### src/hdl/jsu_pkg.sv
// shared types, codes and helpers for the json string unescape and validate block
// no dependencies; used by every file of the block except the two channel interfaces
package jsu_pkg;

  localparam int QUEUE_DEPTH = 4;
  localparam int QPTR_W = $clog2(QUEUE_DEPTH);
  localparam int QCNT_W = $clog2(QUEUE_DEPTH + 1);

  // result status codes
  localparam logic [3:0] ST_DATA         = 4'd0;
  localparam logic [3:0] ST_CLOSED       = 4'd1;
  localparam logic [3:0] ST_NO_QUOTE     = 4'd2;
  localparam logic [3:0] ST_UNTERMINATED = 4'd3;
  localparam logic [3:0] ST_ESC_CUT      = 4'd4;
  localparam logic [3:0] ST_BAD_ESCAPE   = 4'd5;
  localparam logic [3:0] ST_BAD_HEX      = 4'd6;
  localparam logic [3:0] ST_NO_LOW       = 4'd7;
  localparam logic [3:0] ST_BAD_LOW      = 4'd8;
  localparam logic [3:0] ST_LONE_LOW     = 4'd9;
  localparam logic [3:0] ST_CTRL_CHAR    = 4'd10;
  localparam logic [3:0] ST_BAD_UTF8     = 4'd11;

  localparam logic [7:0] CH_QUOTE  = 8'h22;
  localparam logic [7:0] CH_BSLASH = 8'h5c;
  localparam logic [7:0] CH_SLASH  = 8'h2f;
  localparam logic [7:0] CH_U      = 8'h75;

  // all results caused by one item
  typedef struct packed {
    logic [3:0][7:0] bytes;
    logic [2:0]      count;
    logic [3:0]      status;
  } run_t;

  // {is_hex, value}
  function automatic logic [4:0] hex_nibble(input logic [7:0] c);
    logic [4:0] r;
    r = 5'd0;
    if (c >= 8'h30 && c <= 8'h39) begin
      r = {1'b1, c[3:0]};
    end else if ((c >= 8'h61 && c <= 8'h66) || (c >= 8'h41 && c <= 8'h46)) begin
      r = {1'b1, c[3:0] + 4'd9};
    end
    return r;
  endfunction

  function automatic run_t encode_cp(input logic [20:0] cp);
    run_t r;
    r.bytes  = '0;
    r.status = ST_DATA;
    if (cp <= 21'h7f) begin
      r.count    = 3'd1;
      r.bytes[0] = cp[7:0];
    end else if (cp <= 21'h7ff) begin
      r.count    = 3'd2;
      r.bytes[0] = {3'b110, cp[10:6]};
      r.bytes[1] = {2'b10, cp[5:0]};
    end else if (cp <= 21'hffff) begin
      r.count    = 3'd3;
      r.bytes[0] = {4'b1110, cp[15:12]};
      r.bytes[1] = {2'b10, cp[11:6]};
      r.bytes[2] = {2'b10, cp[5:0]};
    end else begin
      r.count    = 3'd4;
      r.bytes[0] = {5'b11110, cp[20:18]};
      r.bytes[1] = {2'b10, cp[17:12]};
      r.bytes[2] = {2'b10, cp[11:6]};
      r.bytes[3] = {2'b10, cp[5:0]};
    end
    return r;
  endfunction

endpackage

### src/hdl/jsu_in_if.sv
// input channel: one text byte or an end-of-text mark per item
// no dependencies
interface jsu_in_if;
  logic       valid;
  logic       ready;
  logic [7:0] in_byte;
  logic       text_ended;

  modport source(output valid, output in_byte, output text_ended, input ready);
  modport sink(input valid, input in_byte, input text_ended, output ready);
endinterface

### src/hdl/jsu_out_if.sv
// output channel: one decoded byte or status per item
// no dependencies
interface jsu_out_if;
  logic       valid;
  logic       ready;
  logic [7:0] out_byte;
  logic [3:0] status;
  logic       last_of_run;

  modport source(output valid, output out_byte, output status, output last_of_run,
                 input ready);
  modport sink(input valid, input out_byte, input status, input last_of_run,
               output ready);
endinterface

### src/hdl/json_string_unescape_validate.sv
// JSON string decoder: takes the text of one string a byte per item from the opening quote,
// returns decoded UTF-8 bytes, a closed status or an error status, with last_of_run on the
// final result of each input item. An input item is taken every cycle while the four-deep
// run queue has space; each item gives zero to four results and the output side delivers
// one result per cycle while the receiver is ready, so the sustained rate is one item per
// cycle for text that gives at most one result per byte and is set by the result rate
// otherwise. A result passes through its queue entry and then the output register.
module json_string_unescape_validate (
  input  logic      clk,
  input  logic      rst,
  jsu_in_if.sink    text,
  jsu_out_if.source result
);

  logic          push;
  logic          push_ready;
  jsu_pkg::run_t push_data;
  logic          pop_valid;
  logic          pop;
  jsu_pkg::run_t pop_data;

  jsu_front u_front (
    .clk        (clk),
    .rst        (rst),
    .text       (text),
    .push       (push),
    .run        (push_data),
    .push_ready (push_ready)
  );

  jsu_queue u_queue (
    .clk        (clk),
    .rst        (rst),
    .push       (push),
    .push_data  (push_data),
    .push_ready (push_ready),
    .pop_valid  (pop_valid),
    .pop_data   (pop_data),
    .pop        (pop)
  );

  jsu_back u_back (
    .clk       (clk),
    .rst       (rst),
    .pop_valid (pop_valid),
    .pop_data  (pop_data),
    .pop       (pop),
    .result    (result)
  );

endmodule

### src/hdl/jsu_front.sv
// front end: accepts text bytes, runs the string / escape / utf-8 state machine
// and builds one run of results per item; uses jsu_pkg and jsu_in_if
module jsu_front (
  input  logic           clk,
  input  logic           rst,
  jsu_in_if.sink         text,
  output logic           push,
  output jsu_pkg::run_t  run,
  input  logic           push_ready
);

  localparam logic [2:0] M_IDLE      = 3'd0;
  localparam logic [2:0] M_STR       = 3'd1;
  localparam logic [2:0] M_ESC       = 3'd2;
  localparam logic [2:0] M_HEX_FIRST = 3'd3;
  localparam logic [2:0] M_SUR_BS    = 3'd4;
  localparam logic [2:0] M_SUR_U     = 3'd5;
  localparam logic [2:0] M_HEX_LOW   = 3'd6;
  localparam logic [2:0] M_UTF8      = 3'd7;

  logic [2:0]  mode, mode_next;
  logic [1:0]  hex_count, hex_count_next;
  logic [15:0] hex_accum, hex_accum_next;
  logic [9:0]  high_half, high_half_next;
  logic [7:0]  seq_bytes [3];
  logic [2:0]  seq_need, seq_need_next;
  logic [1:0]  seq_have, seq_have_next;
  logic        seq_wr;
  logic [1:0]  seq_wr_idx;

  logic        accept;
  logic [7:0]  b;
  logic        ended;
  logic [4:0]  hd;
  logic [15:0] v;
  logic [10:0] plane;

  assign text.ready = push_ready;
  assign accept     = text.valid && text.ready;
  assign push       = accept && (run.count != 3'd0);
  assign b          = text.in_byte;
  assign ended      = text.text_ended;
  assign hd         = jsu_pkg::hex_nibble(b);
  assign v          = {hex_accum[11:0], hd[3:0]};
  // supplementary code point is ((high + 0x40) << 10) | low
  assign plane      = {1'b0, high_half} + 11'd64;

  always_comb begin
    mode_next      = mode;
    hex_count_next = hex_count;
    hex_accum_next = hex_accum;
    high_half_next = high_half;
    seq_need_next  = seq_need;
    seq_have_next  = seq_have;
    seq_wr         = 1'b0;
    seq_wr_idx     = seq_have;
    run.bytes      = '0;
    run.count      = 3'd0;
    run.status     = jsu_pkg::ST_DATA;

    unique case (mode)
      M_IDLE: begin
        if (ended || b != jsu_pkg::CH_QUOTE) begin
          run.count  = 3'd1;
          run.status = jsu_pkg::ST_NO_QUOTE;
        end else begin
          mode_next = M_STR;
        end
      end
      M_STR: begin
        if (ended) begin
          run.count  = 3'd1;
          run.status = jsu_pkg::ST_UNTERMINATED;
          mode_next  = M_IDLE;
        end else if (b == jsu_pkg::CH_QUOTE) begin
          run.count  = 3'd1;
          run.status = jsu_pkg::ST_CLOSED;
          mode_next  = M_IDLE;
        end else if (b == jsu_pkg::CH_BSLASH) begin
          mode_next = M_ESC;
        end else if (b < 8'h20) begin
          run.count  = 3'd1;
          run.status = jsu_pkg::ST_CTRL_CHAR;
          mode_next  = M_IDLE;
        end else if (b < 8'h80) begin
          run.count    = 3'd1;
          run.bytes[0] = b;
        end else if (b >= 8'hc2 && b <= 8'hf4) begin
          if (b <= 8'hdf) begin
            seq_need_next = 3'd2;
          end else if (b <= 8'hef) begin
            seq_need_next = 3'd3;
          end else begin
            seq_need_next = 3'd4;
          end
          seq_wr        = 1'b1;
          seq_wr_idx    = 2'd0;
          seq_have_next = 2'd1;
          mode_next     = M_UTF8;
        end else begin
          run.count  = 3'd1;
          run.status = jsu_pkg::ST_BAD_UTF8;
          mode_next  = M_IDLE;
        end
      end
      M_ESC: begin
        mode_next = M_STR;
        run.count = 3'd1;
        if (ended) begin
          run.status = jsu_pkg::ST_ESC_CUT;
          mode_next  = M_IDLE;
        end else begin
          unique case (b)
            jsu_pkg::CH_QUOTE, jsu_pkg::CH_BSLASH, jsu_pkg::CH_SLASH: run.bytes[0] = b;
            8'h62:   run.bytes[0] = 8'h08;
            8'h66:   run.bytes[0] = 8'h0c;
            8'h6e:   run.bytes[0] = 8'h0a;
            8'h72:   run.bytes[0] = 8'h0d;
            8'h74:   run.bytes[0] = 8'h09;
            jsu_pkg::CH_U: begin
              run.count      = 3'd0;
              mode_next      = M_HEX_FIRST;
              hex_count_next = 2'd0;
              hex_accum_next = 16'd0;
            end
            default: begin
              run.status = jsu_pkg::ST_BAD_ESCAPE;
              mode_next  = M_IDLE;
            end
          endcase
        end
      end
      M_HEX_FIRST, M_HEX_LOW: begin
        if (ended) begin
          run.count  = 3'd1;
          run.status = jsu_pkg::ST_ESC_CUT;
          mode_next  = M_IDLE;
        end else if (!hd[4]) begin
          run.count  = 3'd1;
          run.status = jsu_pkg::ST_BAD_HEX;
          mode_next  = M_IDLE;
        end else begin
          hex_accum_next = v;
          if (hex_count != 2'd3) begin
            hex_count_next = hex_count + 2'd1;
          end else if (mode == M_HEX_FIRST) begin
            if (v[15:10] == 6'b110110) begin
              high_half_next = v[9:0];
              mode_next      = M_SUR_BS;
            end else if (v[15:10] == 6'b110111) begin
              run.count  = 3'd1;
              run.status = jsu_pkg::ST_LONE_LOW;
              mode_next  = M_IDLE;
            end else begin
              run       = jsu_pkg::encode_cp({5'd0, v});
              mode_next = M_STR;
            end
          end else begin
            if (v[15:10] != 6'b110111) begin
              run.count  = 3'd1;
              run.status = jsu_pkg::ST_BAD_LOW;
              mode_next  = M_IDLE;
            end else begin
              run       = jsu_pkg::encode_cp({plane, v[9:0]});
              mode_next = M_STR;
            end
          end
        end
      end
      M_SUR_BS: begin
        if (ended || b != jsu_pkg::CH_BSLASH) begin
          run.count  = 3'd1;
          run.status = jsu_pkg::ST_NO_LOW;
          mode_next  = M_IDLE;
        end else begin
          mode_next = M_SUR_U;
        end
      end
      M_SUR_U: begin
        if (ended || b != jsu_pkg::CH_U) begin
          run.count  = 3'd1;
          run.status = jsu_pkg::ST_NO_LOW;
          mode_next  = M_IDLE;
        end else begin
          mode_next      = M_HEX_LOW;
          hex_count_next = 2'd0;
          hex_accum_next = 16'd0;
        end
      end
      M_UTF8: begin
        if (ended || b[7:6] != 2'b10 ||
            (seq_have == 2'd1 &&
             ((seq_bytes[0] == 8'he0 && b < 8'ha0) ||
              (seq_bytes[0] == 8'hed && b > 8'h9f) ||
              (seq_bytes[0] == 8'hf0 && b < 8'h90) ||
              (seq_bytes[0] == 8'hf4 && b > 8'h8f)))) begin
          run.count  = 3'd1;
          run.status = jsu_pkg::ST_BAD_UTF8;
          mode_next  = M_IDLE;
        end else if ({1'b0, seq_have} + 3'd1 >= seq_need || seq_have == 2'd3) begin
          // sequence complete: pass the held bytes and this one on
          run.count    = {1'b0, seq_have} + 3'd1;
          run.bytes[0] = seq_bytes[0];
          run.bytes[1] = (seq_have == 2'd1) ? b : seq_bytes[1];
          run.bytes[2] = (seq_have == 2'd2) ? b : ((seq_have == 2'd3) ? seq_bytes[2] : 8'd0);
          run.bytes[3] = (seq_have == 2'd3) ? b : 8'd0;
          mode_next    = M_STR;
        end else begin
          seq_wr        = 1'b1;
          seq_have_next = seq_have + 2'd1;
        end
      end
      default: begin
        mode_next = M_IDLE;
      end
    endcase
  end

  always_ff @(posedge clk) begin
    if (rst) begin
      mode      <= M_IDLE;
      hex_count <= 2'd0;
      hex_accum <= 16'd0;
      high_half <= 10'd0;
      seq_need  <= 3'd0;
      seq_have  <= 2'd0;
    end else if (accept) begin
      mode      <= mode_next;
      hex_count <= hex_count_next;
      hex_accum <= hex_accum_next;
      high_half <= high_half_next;
      seq_need  <= seq_need_next;
      seq_have  <= seq_have_next;
    end
  end

  always_ff @(posedge clk) begin
    if (accept && seq_wr && seq_wr_idx != 2'd3) begin
      seq_bytes[seq_wr_idx] <= b;
    end
  end

`ifndef ASSERT_OFF
  a_push_nonempty: assert property (@(posedge clk) disable iff (rst)
    push |-> (run.count != 3'd0 && run.count <= 3'd4))
    else $error("front pushed an empty or oversized run");
  a_status_single: assert property (@(posedge clk) disable iff (rst)
    (push && run.status != jsu_pkg::ST_DATA) |-> (run.count == 3'd1 && mode_next == M_IDLE))
    else $error("status run not single or not back to idle");
  a_utf8_have: assert property (@(posedge clk) disable iff (rst)
    (mode == M_UTF8) |-> (seq_have != 2'd0 && {1'b0, seq_have} < seq_need))
    else $error("utf-8 sequence count out of range");
`endif

endmodule

### src/hdl/jsu_queue.sv
// short run queue between the front end and the result serialiser
// uses jsu_pkg
module jsu_queue (
  input  logic          clk,
  input  logic          rst,
  input  logic          push,
  input  jsu_pkg::run_t push_data,
  output logic          push_ready,
  output logic          pop_valid,
  output jsu_pkg::run_t pop_data,
  input  logic          pop
);

  jsu_pkg::run_t                   mem [jsu_pkg::QUEUE_DEPTH];
  logic [jsu_pkg::QPTR_W-1:0]      wr_ptr, rd_ptr;
  logic [jsu_pkg::QCNT_W-1:0]      fill;
  logic                            do_push, do_pop;

  assign push_ready = (fill != jsu_pkg::QCNT_W'(jsu_pkg::QUEUE_DEPTH));
  assign pop_valid  = (fill != '0);
  assign pop_data   = mem[rd_ptr];
  assign do_push    = push && push_ready;
  assign do_pop     = pop && pop_valid;

  always_ff @(posedge clk) begin
    if (do_push) begin
      mem[wr_ptr] <= push_data;
    end
  end

  always_ff @(posedge clk) begin
    if (rst) begin
      wr_ptr <= '0;
      rd_ptr <= '0;
      fill   <= '0;
    end else begin
      if (do_push) begin
        wr_ptr <= wr_ptr + 1'b1;
      end
      if (do_pop) begin
        rd_ptr <= rd_ptr + 1'b1;
      end
      if (do_push && !do_pop) begin
        fill <= fill + 1'b1;
      end else if (do_pop && !do_push) begin
        fill <= fill - 1'b1;
      end
    end
  end

`ifndef ASSERT_OFF
  a_fill_ptrs: assert property (@(posedge clk) disable iff (rst)
    (fill != jsu_pkg::QCNT_W'(jsu_pkg::QUEUE_DEPTH)) |->
      (jsu_pkg::QPTR_W'(fill) == jsu_pkg::QPTR_W'(wr_ptr - rd_ptr)))
    else $error("queue fill count disagrees with pointers");
  a_fill_max: assert property (@(posedge clk) disable iff (rst)
    fill <= jsu_pkg::QCNT_W'(jsu_pkg::QUEUE_DEPTH))
    else $error("queue fill above depth");
  a_no_lost_push: assert property (@(posedge clk) disable iff (rst)
    push |-> push_ready)
    else $error("run pushed into a full queue");
`endif

endmodule

### src/hdl/jsu_back.sv
// result serialiser: walks each queued run and drives one result item per cycle while the
// receiver is ready, through an output register; uses jsu_pkg and jsu_out_if
module jsu_back (
  input  logic          clk,
  input  logic          rst,
  input  logic          pop_valid,
  input  jsu_pkg::run_t pop_data,
  output logic          pop,
  jsu_out_if.source     result
);

  logic       out_valid;
  logic [7:0] out_byte;
  logic [3:0] out_status;
  logic       out_last;
  logic [1:0] idx;
  logic       load;
  logic       is_last;

  assign load    = !out_valid || result.ready;
  assign is_last = ({1'b0, idx} == pop_data.count - 3'd1);
  assign pop     = load && pop_valid && is_last;

  assign result.valid       = out_valid;
  assign result.out_byte    = out_byte;
  assign result.status      = out_status;
  assign result.last_of_run = out_last;

  always_ff @(posedge clk) begin
    if (rst) begin
      out_valid <= 1'b0;
      idx       <= 2'd0;
    end else if (load) begin
      out_valid <= pop_valid;
      if (pop_valid) begin
        idx <= is_last ? 2'd0 : idx + 2'd1;
      end
    end
  end

  always_ff @(posedge clk) begin
    if (load && pop_valid) begin
      out_byte   <= pop_data.bytes[idx];
      out_status <= pop_data.status;
      out_last   <= is_last;
    end
  end

`ifndef ASSERT_OFF
  a_idx_restart: assert property (@(posedge clk) disable iff (rst)
    pop |=> (idx == 2'd0))
    else $error("run index not restarted after a run");
  a_status_last: assert property (@(posedge clk) disable iff (rst)
    (out_valid && out_status != jsu_pkg::ST_DATA) |-> (out_last && out_byte == 8'd0))
    else $error("status result not a single zero-byte result");
  a_idx_in_run: assert property (@(posedge clk) disable iff (rst)
    pop_valid |-> ({1'b0, idx} < pop_data.count))
    else $error("run index beyond run length");
`endif

endmodule

### src/flat_wrapper.sv
// flat-port wrapper written by rule: the top's interface ports become plain ports
module json_string_unescape_validate_flat 
  (clk, rst, text_valid, text_in_byte, text_text_ended, text_ready, result_valid, result_out_byte, result_status, result_last_of_run, result_ready);
  jsu_in_if text_i ();
  jsu_out_if result_i ();
  input  logic clk;
  input  logic rst;
  input wire logic [$bits(text_i.valid)-1:0] text_valid;
  input wire logic [$bits(text_i.in_byte)-1:0] text_in_byte;
  input wire logic [$bits(text_i.text_ended)-1:0] text_text_ended;
  output wire logic [$bits(text_i.ready)-1:0] text_ready;
  output wire logic [$bits(result_i.valid)-1:0] result_valid;
  output wire logic [$bits(result_i.out_byte)-1:0] result_out_byte;
  output wire logic [$bits(result_i.status)-1:0] result_status;
  output wire logic [$bits(result_i.last_of_run)-1:0] result_last_of_run;
  input wire logic [$bits(result_i.ready)-1:0] result_ready;
  assign text_i.valid = text_valid;
  assign text_i.in_byte = text_in_byte;
  assign text_i.text_ended = text_text_ended;
  assign text_ready = text_i.ready;
  assign result_valid = result_i.valid;
  assign result_out_byte = result_i.out_byte;
  assign result_status = result_i.status;
  assign result_last_of_run = result_i.last_of_run;
  assign result_i.ready = result_ready;
  json_string_unescape_validate u_core (.clk(clk), .rst(rst), .text(text_i), .result(result_i));
endmodule
### config.mk
export PLATFORM = sky130hd
export DESIGN_NAME = json_string_unescape_validate_flat
export DESIGN_NICKNAME = d
export VERILOG_FILES = /design/src/hdl/jsu_pkg.sv /design/src/hdl/jsu_in_if.sv /design/src/hdl/jsu_out_if.sv /design/src/hdl/json_string_unescape_validate.sv /design/src/hdl/jsu_front.sv /design/src/hdl/jsu_queue.sv /design/src/hdl/jsu_back.sv /design/src/flat_wrapper.sv
export SDC_FILE = /design/constraint.sdc
export NUM_CORES = 1
export LEC_CHECK = 0
export ABC_AREA = 1
export BUFFER_PORTS_ARGS = -buffer_cell sky130_fd_sc_hd__buf_4
export CAP_MARGIN = 5
export CORE_MARGIN = 2
export CORE_UTILIZATION = 36
export CTS_BUF_LIST = sky130_fd_sc_hd__clkbuf_16
export DETAILED_ROUTE_END_ITERATION = 12
export PLACE_DENSITY_LB_ADDON = 0.1
export RECOVER_POWER = 50
export SLEW_MARGIN = 5
export SYNTH_ARGS = -nofsm -noshare
export SYNTH_HDL_FRONTEND = slang
export SYNTH_SLANG_ARGS = --single-unit
### constraint.sdc
create_clock -name clk -period 11.1 [get_ports clk]
set_input_delay 2.22 -clock clk [delete_from_list [all_inputs] [get_ports clk]]
set_output_delay 2.22 -clock clk [all_outputs]
set_load 0.05 [all_outputs]
# After elaboration in Yosys (flattened, before gate mapping)
# Memories as Yosys holds them, arrays and structs flattened. A register that Yosys moved wholly into a read port is not among the register bits.
# Index checks and enable logic that the tools add are counted.
[op_classes] n_addsub=11 eq_ne=52 mux=157 order_cmp=23 n_reduce_logical=50 bitwise=6
[op_table] op="$mux W27" n=17
[op_table] op="$mux W19" n=17
[op_table] op="$mux W32" n=5
[op_table] op="$mux W39" n=3
[op_table] op="$mux W8" n=11
[op_table] op="$mux W3" n=23
[op_table] op="$mux W12" n=5
[op_table] op="$eq A8 B7 Y1 const B" n=7
[op_table] op="$mux W2" n=25
[op_table] op="$pmux W7 S7" n=1
[op_table] op="$pmux W24 S2" n=1
[op_table] op="$pmux W8 S6" n=1
[op_table] op="$mux W7" n=6
[op_table] op="$pmux W12 S3" n=1
[op_table] op="$mux W35" n=1
[op_table] op="$mux W5" n=7
[op_table] op="$ne A2 B2 Y1 const B" n=17
[op_table] op="$mux W11" n=3
[op_table] op="$eq A8 B8 Y1 const B" n=4
[op_table] op="$mux W16" n=2
[op_table] op="$pmux W8 S4" n=1
[op_table] op="$mux W25" n=1
[op_table] op="$le A8 B8 Y1 const B" n=3
[op_table] op="$lt A8 B8 Y1 const B" n=3
[op_table] op="other kinds (59)" n=134
[totals] input_bits=13 ram_bits=180 memories=2 output_inout_bits=15 regBits=55
[memory_table] memory="u_core.u_queue.mem" depth=4 width=39 rd=1 rd_clocked_by_memory_dff=1 write_ports=1 line="jsu_queue.sv:14" rtl="jsu_pkg::run_t mem [jsu_pkg::QUEUE_DEPTH];"
[memory_table] memory="u_core.u_front.seq_bytes" depth=3 width=8 rd=3 rd_clocked_by_memory_dff=0 write_ports=1 line="jsu_front.sv:25" rtl="logic [7:0] seq_bytes [3];"

# Logic depth before layout (Yosys ltp)
# Gate-level depths: netlist of the first run.
[logic_depth] depth_word=39 depth_mapped=27

# Modules after synthesis
# From an unflattened synthesis of the first run, not the netlist that was laid out.
[hier_totals] hier_cells=1282 hier_area_um2=11997.8
[by_module_without_submodules] module="jsu_queue" area_per_inst_um2=6267.3 instances=1 cells_per_inst=446
[by_module_without_submodules] module="jsu_front" area_per_inst_um2=4859.7 instances=1 cells_per_inst=744
[by_module_without_submodules] module="jsu_back" area_per_inst_um2=870.8 instances=1 cells_per_inst=92

# Worst setup path after synthesis of the first run
# No wires, ideal clock.
[synth_path] kind="input to register" startpoint="input text_in_byte[0]" endpoint="memory u_core.u_queue.mem[0][0] (netlist bit) (enable)" arrival_time_ps=5677 slack_ps=4987 path_buffers=0 required_ps=10664 stages=20 cell_sequence="inv_1 ha_1 inv_1 nand2_1 nand2_1 nand2_1 nand3_1 nand2_4 nand3_4 nor2_8 nand3_4 nand2_4 nand3_4 nand3_2 nand2_1 nand3_2 nor2_2 nor2_4 inv_2 nor2_1"
[synth_lines] element="start: declaration" line="flat_wrapper.sv:9" rtl="input wire logic [$bits(text_i.in_byte)-1:0] text_in_byte;"
[synth_lines] element="end: declaration" line="jsu_queue.sv:14"

==> results.yml, run 1 <==
critical_path:
  reg2reg_slack_ns: 4.27
  cpPeakStageDelay_ns: 2.36
  endpoint_kind: "register"
  worstRegToRegCells: 14
  endpoint: "u_core.u_queue.fill[1]$_SDFFE_PP0P_"
  critPathLaunchType: "register"
  cp.arrival_ns: 7.25
  cpMaxStageDelayCell: "clkbuf_1"
  critPathRequiredTime_ns: 11.52
  timing.rr.end: "u_core.u_queue.fill[1]$_SDFFE_PP0P_"
  cp_max_fo: 79
  path_cells: "clkbuf_1 -> clkinv_1 -> clkbuf_1 -> nand2_1 -> a32o_1 -> ha_1 -> xnor2_1 -> nor3b_1 -> nand2_1 -> ha_1 -> inv_1 -> fa_1 -> o21ai_0 -> a21oi_1"
  path_class: "register to register"
run_status:
  status: "finished, violations left"
  failed_checks: "max-capacitance violations, max-slew violations"
logic_synthesis:
  syn-cell-area_mm2: 0.01164
  synth_area_leaders: "edfxtp_1 50%, dfxtp_1 7.6%, nor2_1 5.7%, o21ai_0 5.7%, nand2_1 4.4%"
  yosys-top-cells-count: "193 x edfxtp_1, 178 x nor2_1, 137 x nand2_1"
  synth_top_area_frac: 0.4977
  ys_seq_elements: 237
  yosysUniqueCellTypes: 55
  yosysSeqAreaShare: 0.5733
  synthArstFlopShare: 0
  synth_top_cell_by_area: "edfxtp_1"
  yosys_most_used_dff: "edfxtp_1"
  yosys_warnings: 0
  yosysMostFrequentCell: "edfxtp_1"
  syn_area_per_cell_um2: 9.737
  synthCells: 1196
  synth-edff-count: 193
pwr:
  p_int_w: 0.001831
  p_total_w: 0.002736
  p_sw_frac: 0.3307
  ir_drop_mv: 0.1442
  netSwitchingPower_w: 0.0009047
  combPwrFrac: 0.246
  pwr-share-seq: 0.426
  p_leak_nw: 4.611
  clockPowerShare: 0.328
  power_density_mw_per_mm2: 210.5
cts:
  numCtsBuffers: 27
  holdBufCountCts: 0
  postCtsSetupRepairBufs: 0
  clock_latency_ns: 0.56
  cts_tree: "built"
  clk_pin_slew_ns: 0.06
  clockBufferDepth: 3
  cts_resized: 0
  root_buffer: "clkbuf_16"
  ctsHtreeMaxLevel: 1
  cts_sinks: 237
cells_and_area:
  nFillCells: 3148
  multi_input_area_mm2: 0.004262
  fin_nets: 1253
  drive_gt1_frac: 0.06457
  syn_to_final_growth_pct: 11.60
  diodes: 0
  seqCellArea_mm2: 0.006678
timing:
  final.setup.worst_slack_ns: 4.270
  rsz0062_at_grt: "no"
  post-route-min-period_ns: 6.830
  finalHoldViolCount: 0
  whs_ns: 0.4642
  report.final.setup_viol: 0
  relSlewSlack: -1.258
  fmax_mhz: 146.4
  setup-tns-final_ns: 0
  drv_slew: 168
  finalCritPeriodShare: 0.6153
  worst_slew_pin_slew_ns: 3.386
  clock_skew_ns: 0.03140
grt:
  antenna_found_initial: 0
  grt_usage: 0.2059
  grt_max_degree: 80
  grt_pass1_vias: 8600
  grt-ovfl-total: 0
  grt_pass1_wl_mm: 52.94
placed_design:
  place_ws_ns: 4.904
  routabilityCongestion: 0.9237
  dp_hpwl_mm: 24.09
  port_buffers: 27
routing:
  drt-pass1-iter-count: 5
  drt_iter0_drc: 726
  vias: 9042
  drc: 0
  vias_per_cell: 5.510
  antenna_left: 0
  wl_per_cell_um: 21.17
  drt_wl_total_mm: 34.74
floorplan:
  core-area_mm2: 0.03172
  dieWidth_um: 183.9
  die_area_mm2: 0.03380
  rows: 65
  start_util: 0.3671
  ios: 28
  die_h_um: 183.9
min_path:
  min_path_type: "register to register"
job:
  maxCapViolCount: 3
==> metal layers <==
| layer | vias up | global-route usage | share of wire |
|---|---|---|---|
| li1 | 4342 | - | - |
| met1 | 4355 | 0.2915 | 0.46 |
| met2 | 279 | 0.3232 | 0.45 |
| met3 | 66 | 0.03189 | 0.056 |
| met4 | 0 | 0.06688 | 0.029 |
| met5 | - | 0 | 0 |
==> how the worst min path moves through the flow <==
| stage | cells after the start | to | startpoint |
|---|---|---|---|
| floorplan | 2 | u_core.u_front.seq_need[1]$_SDFFE_PP0P_ | u_core.u_front.seq_need[1]$_SDFFE_PP0P_ |
| global placement | 2 | u_core.u_front.seq_need[2]$_SDFFE_PP0P_ | u_core.u_front.seq_need[2]$_SDFFE_PP0P_ |
| detailed placement | 2 | u_core.u_front.hex_count[1]$_SDFFE_PP0P_ | u_core.u_front.hex_count[1]$_SDFFE_PP0P_ |
| CTS | 2 | u_core.u_front.hex_count[1]$_SDFFE_PP0P_ | u_core.u_front.hex_count[1]$_SDFFE_PP0P_ |
| global route | 2 | register | u_core.u_queue.rd_ptr[1]$_SDFFE_PP0P_ |
| finish | 2 | register | u_core.u_queue.rd_ptr[1]$_SDFFE_PP0P_ |
==> stage by stage <==
stage / cells / area, um2 / utilization
floorplan: 1199 / 11660 / -
global placement: 1592 / 12310 / 0.3882
detailed placement: 1592 / 12310 / 0.3882
CTS: 1641 / 13210 / 0.4163
global route: 1641 / 13000 / 0.4097
finish: 1641 / 13000 / 0.4097
==> placed cells by master (no fill, tap or decap), drive strengths merged, types with 2 or more instances in the layout <==
| master | count |
|---|---|
| o22ai | 26 |
| a21oi | 49 |
| o311ai | 2 |
| clkinv | 12 |
| ha | 20 |
| a211oi | 10 |
| edfxtp | 193 |
| conb | 4 |
| bufinv | 4 |
| o221ai | 34 |
| or2 | 2 |
| xnor2 | 3 |
| buf | 11 |
| inv | 127 |
| dfxtp | 44 |
| nand2 | 148 |
| o211ai | 26 |
| nand3 | 58 |
| nor3b | 2 |
| a32o | 3 |
| clkbuf | 59 |
| a22oi | 8 |
| nor4 | 6 |
| nor3 | 15 |
| o21ai | 140 |
| nor2 | 185 |
| o32ai | 2 |
| nand4 | 19 |
| xor2 | 2 |
| o31ai | 2 |
| a31oi | 6 |
| o2111ai | 2 |
| a221oi | 7 |
==> sequential cells by signal, indices dropped and copies added (netlist names), 3 cells and up, named ones only <==
register	cells
u_core.u_queue.mem	156
u_core.u_front.mode	3
u_core.u_back.result.out_byte	8
u_core.u_front.hex_accum	12
u_core.u_front.seq_need	3
u_core.u_front.seq_bytes	24
u_core.u_back.result.status	4
u_core.u_front.high_half	10
u_core.u_queue.fill	3
==> layout make-up <==
class	count	area share
clock buffer	27	0.05199
tap	402	0.03870
sequential	237	0.5138
timing repair buffer	43	0.01589
clock inverter	22	0.01675
multi-input combinational	789	0.3279
inverter	121	0.03495
==> power by group through the flow <==
stage / sequential [W] / combinational [W] / clock (W)
after floorplan: 0.00127 / 0.000389 / 0
after global placement: 0.00119 / 0.000700 / 0
after detailed placement: 0.00119 / 0.000703 / 0
after CTS: 0.00117 / 0.000704 / 0.000920
after global routing: 0.00118 / 0.000751 / 0.000955
final: 0.00117 / 0.000673 / 0.000897
==> logic make-up after synthesis <==
| family | count (synthesis) | share of synthesized area |
|---|---|---|
| AND/OR/NAND/NOR | 436 | 0.1718 |
| buffers and inverters | 173 | 0.05727 |
| flip-flops | 237 | 0.5733 |
| other | 1 | 0.0003220 |
| AO/OA/AOI/OAI | 323 | 0.1703 |
| XOR/XNOR | 5 | 0.003761 |
| adder cells (fa/ha/maj) | 21 | 0.02321 |
==> critical path, delay by kind of cell, from the launching register on <==
family	cells	cell delay, ns
AO/OA/AOI/OAI	3	0.50
XOR/XNOR	1	0.13
adder cells (fa/ha/maj)	3	0.89
buffers and inverters	4	4.04
flip-flops	1	0.31
AND/OR/NAND/NOR	3	0.84
Note: power is estimated with default switching activity, not from simulation.
==> run 2, diff against run 1 <==
==> constraint.sdc (replaced) <==
create_clock -name clk -period 6.6 [get_ports clk]
set_input_delay 1.32 -clock clk [delete_from_list [all_inputs] [get_ports clk]]
set_output_delay 1.32 -clock clk [all_outputs]
set_load 0.05 [all_outputs]
==> results.yml, run 2 (same netlist as run 1, synthesis figures left out) <==
cts:
  ctsHtreeMaxLevel: 1
  cts_resized: 0
  clockBufferDepth: 3
  clock_latency_ns: 0.56
  root_buffer: "clkbuf_16"
  numCtsBuffers: 28
  clk_pin_slew_ns: 0.06
  cts_sinks: 237
  holdBufCountCts: 0
  postCtsSetupRepairBufs: 0
  cts_tree: "built"
placed_design:
  dpl_cell_area_mm2: 0.01232
  dp_hpwl_mm: 25.04
  place_ws_ns: 1.413
  port_buffers: 27
  routabilityCongestion: 0.9438
  dp_cells: 1593
routing:
  vias: 9068
  vias_per_cell: 5.529
  antenna_left: 0
  drc: 0
  drt_iter0_drc: 825
  drt-pass1-iter-count: 5
  drt_wl_total_mm: 36.06
  wl_per_cell_um: 21.99
timing:
  clock_skew_ns: 0.01195
  rsz0062_at_grt: "no"
  post-route-min-period_ns: 5.363
  finalCritPeriodShare: 0.8126
  report.final.setup_viol: 0
  relSlewSlack: -0.3854
  worst_slew_pin_slew_ns: 2.078
  fmax_mhz: 186.5
  finalHoldViolCount: 0
  final.setup.worst_slack_ns: 1.237
  setup-tns-final_ns: 0
  drv_slew: 81
critical_path:
  path_class: "primary input to register"
  worstRegToRegCells: 13
  endpoint_kind: "register"
  cp_max_fo: 28
  cp.arrival_ns: 5.56
  path_cells: "clkbuf_1 -> inv_1 -> ha_1 -> nand3_1 -> nand3_1 -> nor2_1 -> nand3_4 -> nor2_8 -> nand3_4 -> nand2_1 -> nand3_4 -> nand3_2 -> nand2_1 -> nand3_1 -> nor2_2 -> nor2_4 -> inv_2 -> nor2_4 -> buf_4"
  cpPeakStageDelay_ns: 0.50
  critPathLaunchType: "primary input"
  cpMaxStageDelayCell: "nand2_1"
  critPathRequiredTime_ns: 6.80
grt:
  grt_max_degree: 79
  grt_usage: 0.2133
  grt_pass1_vias: 8593
  grt_pass1_wl_mm: 54.32
  grt-ovfl-total: 0
  antenna_found_initial: 0
cells_and_area:
  reg.largest.list: "u_core.u_queue.mem x156, u_core.u_front.seq_bytes x24, u_core.u_front.hex_accum x12"
  drive_gt1_frac: 0.07270
  final_area_mm2: 0.01304
  layout_common_cells: "193 x edfxtp_1, 176 x nor2_1, 139 x nand2_1"
  fin_nets: 1255
  final_common_cell: "edfxtp_1"
  final_cells: 1640
  diodes: 0
  regMostFlops: "u_core.u_queue.mem"
  largest_reg_flops: 156
  syn_to_final_growth_pct: 12.01
min_path:
  hold_path_depth: 2
  min_path_type: "register to register"
run_status:
  failed_checks: "max-capacitance violations, max-slew violations"
  status: "finished, violations left"
floorplan:
  die_area_mm2: 0.03380
  start_util: 0.3671
  core-area_mm2: 0.03172
  dieWidth_um: 183.9
  rows: 65
  ios: 28
  die_h_um: 183.9
pwr:
  ir_drop_mv: 0.2058
  power_density_mw_per_mm2: 349.1
  p_leak_nw: 4.623
job:
  maxCapViolCount: 3
[run 2: cell count changes in the layout (fill, tap and decap cells not counted), moves of 2 or more]
cell / before / now
bufinv_16: 4 / 2
clkinv_1: 9 / 7
clkinvlp_4: 0 / 2
inv_1: 117 / 115
inv_2: 7 / 9
nand3_1: 55 / 51
nand3_4: 1 / 4
[run 2: worst max-delay path: cells and delay by family]
kind          cells  cell delay [ns]
simple gates     14             2.68
buf+inv           4             1.23
fa+ha+maj         1             0.31
[run 2: worst paths after layout]
path / from / to / slack [ns]
max reg2reg: register / u_core.u_queue.fill[1]$_SDFFE_PP0P_ / 1.39
min: u_core.u_front.seq_need[2]$_SDFFE_PP0P_ / u_core.u_front.seq_need[2]$_SDFFE_PP0P_ / 0.46
max: text_in_byte[1] / u_core.u_queue.mem[2][32]$_DFFE_PP_ / 1.24
min reg2reg: u_core.u_front.seq_need[2]$_SDFFE_PP0P_ / u_core.u_front.seq_need[2]$_SDFFE_PP0P_ / 0.46
[run 2: routing by layer]
| layer | GRT usage | wire (um) | part of all wire | vias up |
|---|---|---|---|---|
| met5 | 0 | 0 | 0 | - |
| met4 | 0.04832 | 957 | 0.027 | 0 |
| met3 | 0.03150 | 1765 | 0.049 | 53 |
| met2 | 0.3515 | 16830 | 0.47 | 279 |
| met1 | 0.2973 | 16510 | 0.46 | 4390 |
| li1 | - | - | - | 4346 |
[run 2: where the power goes]
group | internal (W) | leakage [nW] | switching [W]
Clock | 0.000846 | 0.440 | 0.000611
Combinational | 0.000282 | 2.00 | 0.000868
Sequential | 0.00188 | 2.18 | 0.0000633
[run 2: area by class of cell]
type | count | area [um2]
Clock inverter | 19 | 166.4
Sequential cell | 237 | 6678
Multi-Input combinational cell | 789 | 4328
Timing Repair Buffer | 44 | 214.0
Fill cell | 3130 | 18670
Clock buffer | 28 | 700.7
Inverter | 121 | 454.2
Tap cell | 402 | 503.0
[run 2: per-stage QoR]
stage	hold WS, ns	total power, W	util
2_1_floorplan	0.4324	0.002781	-
3_3_place_gp	0.4553	0.003191	0.3886
3_5_place_dp	0.4584	0.003191	0.3886
4_1_cts	0.4669	0.004654	0.4159
5_1_grt	0.4773	0.004796	0.4112
6_report	0.4621	0.004554	0.4112
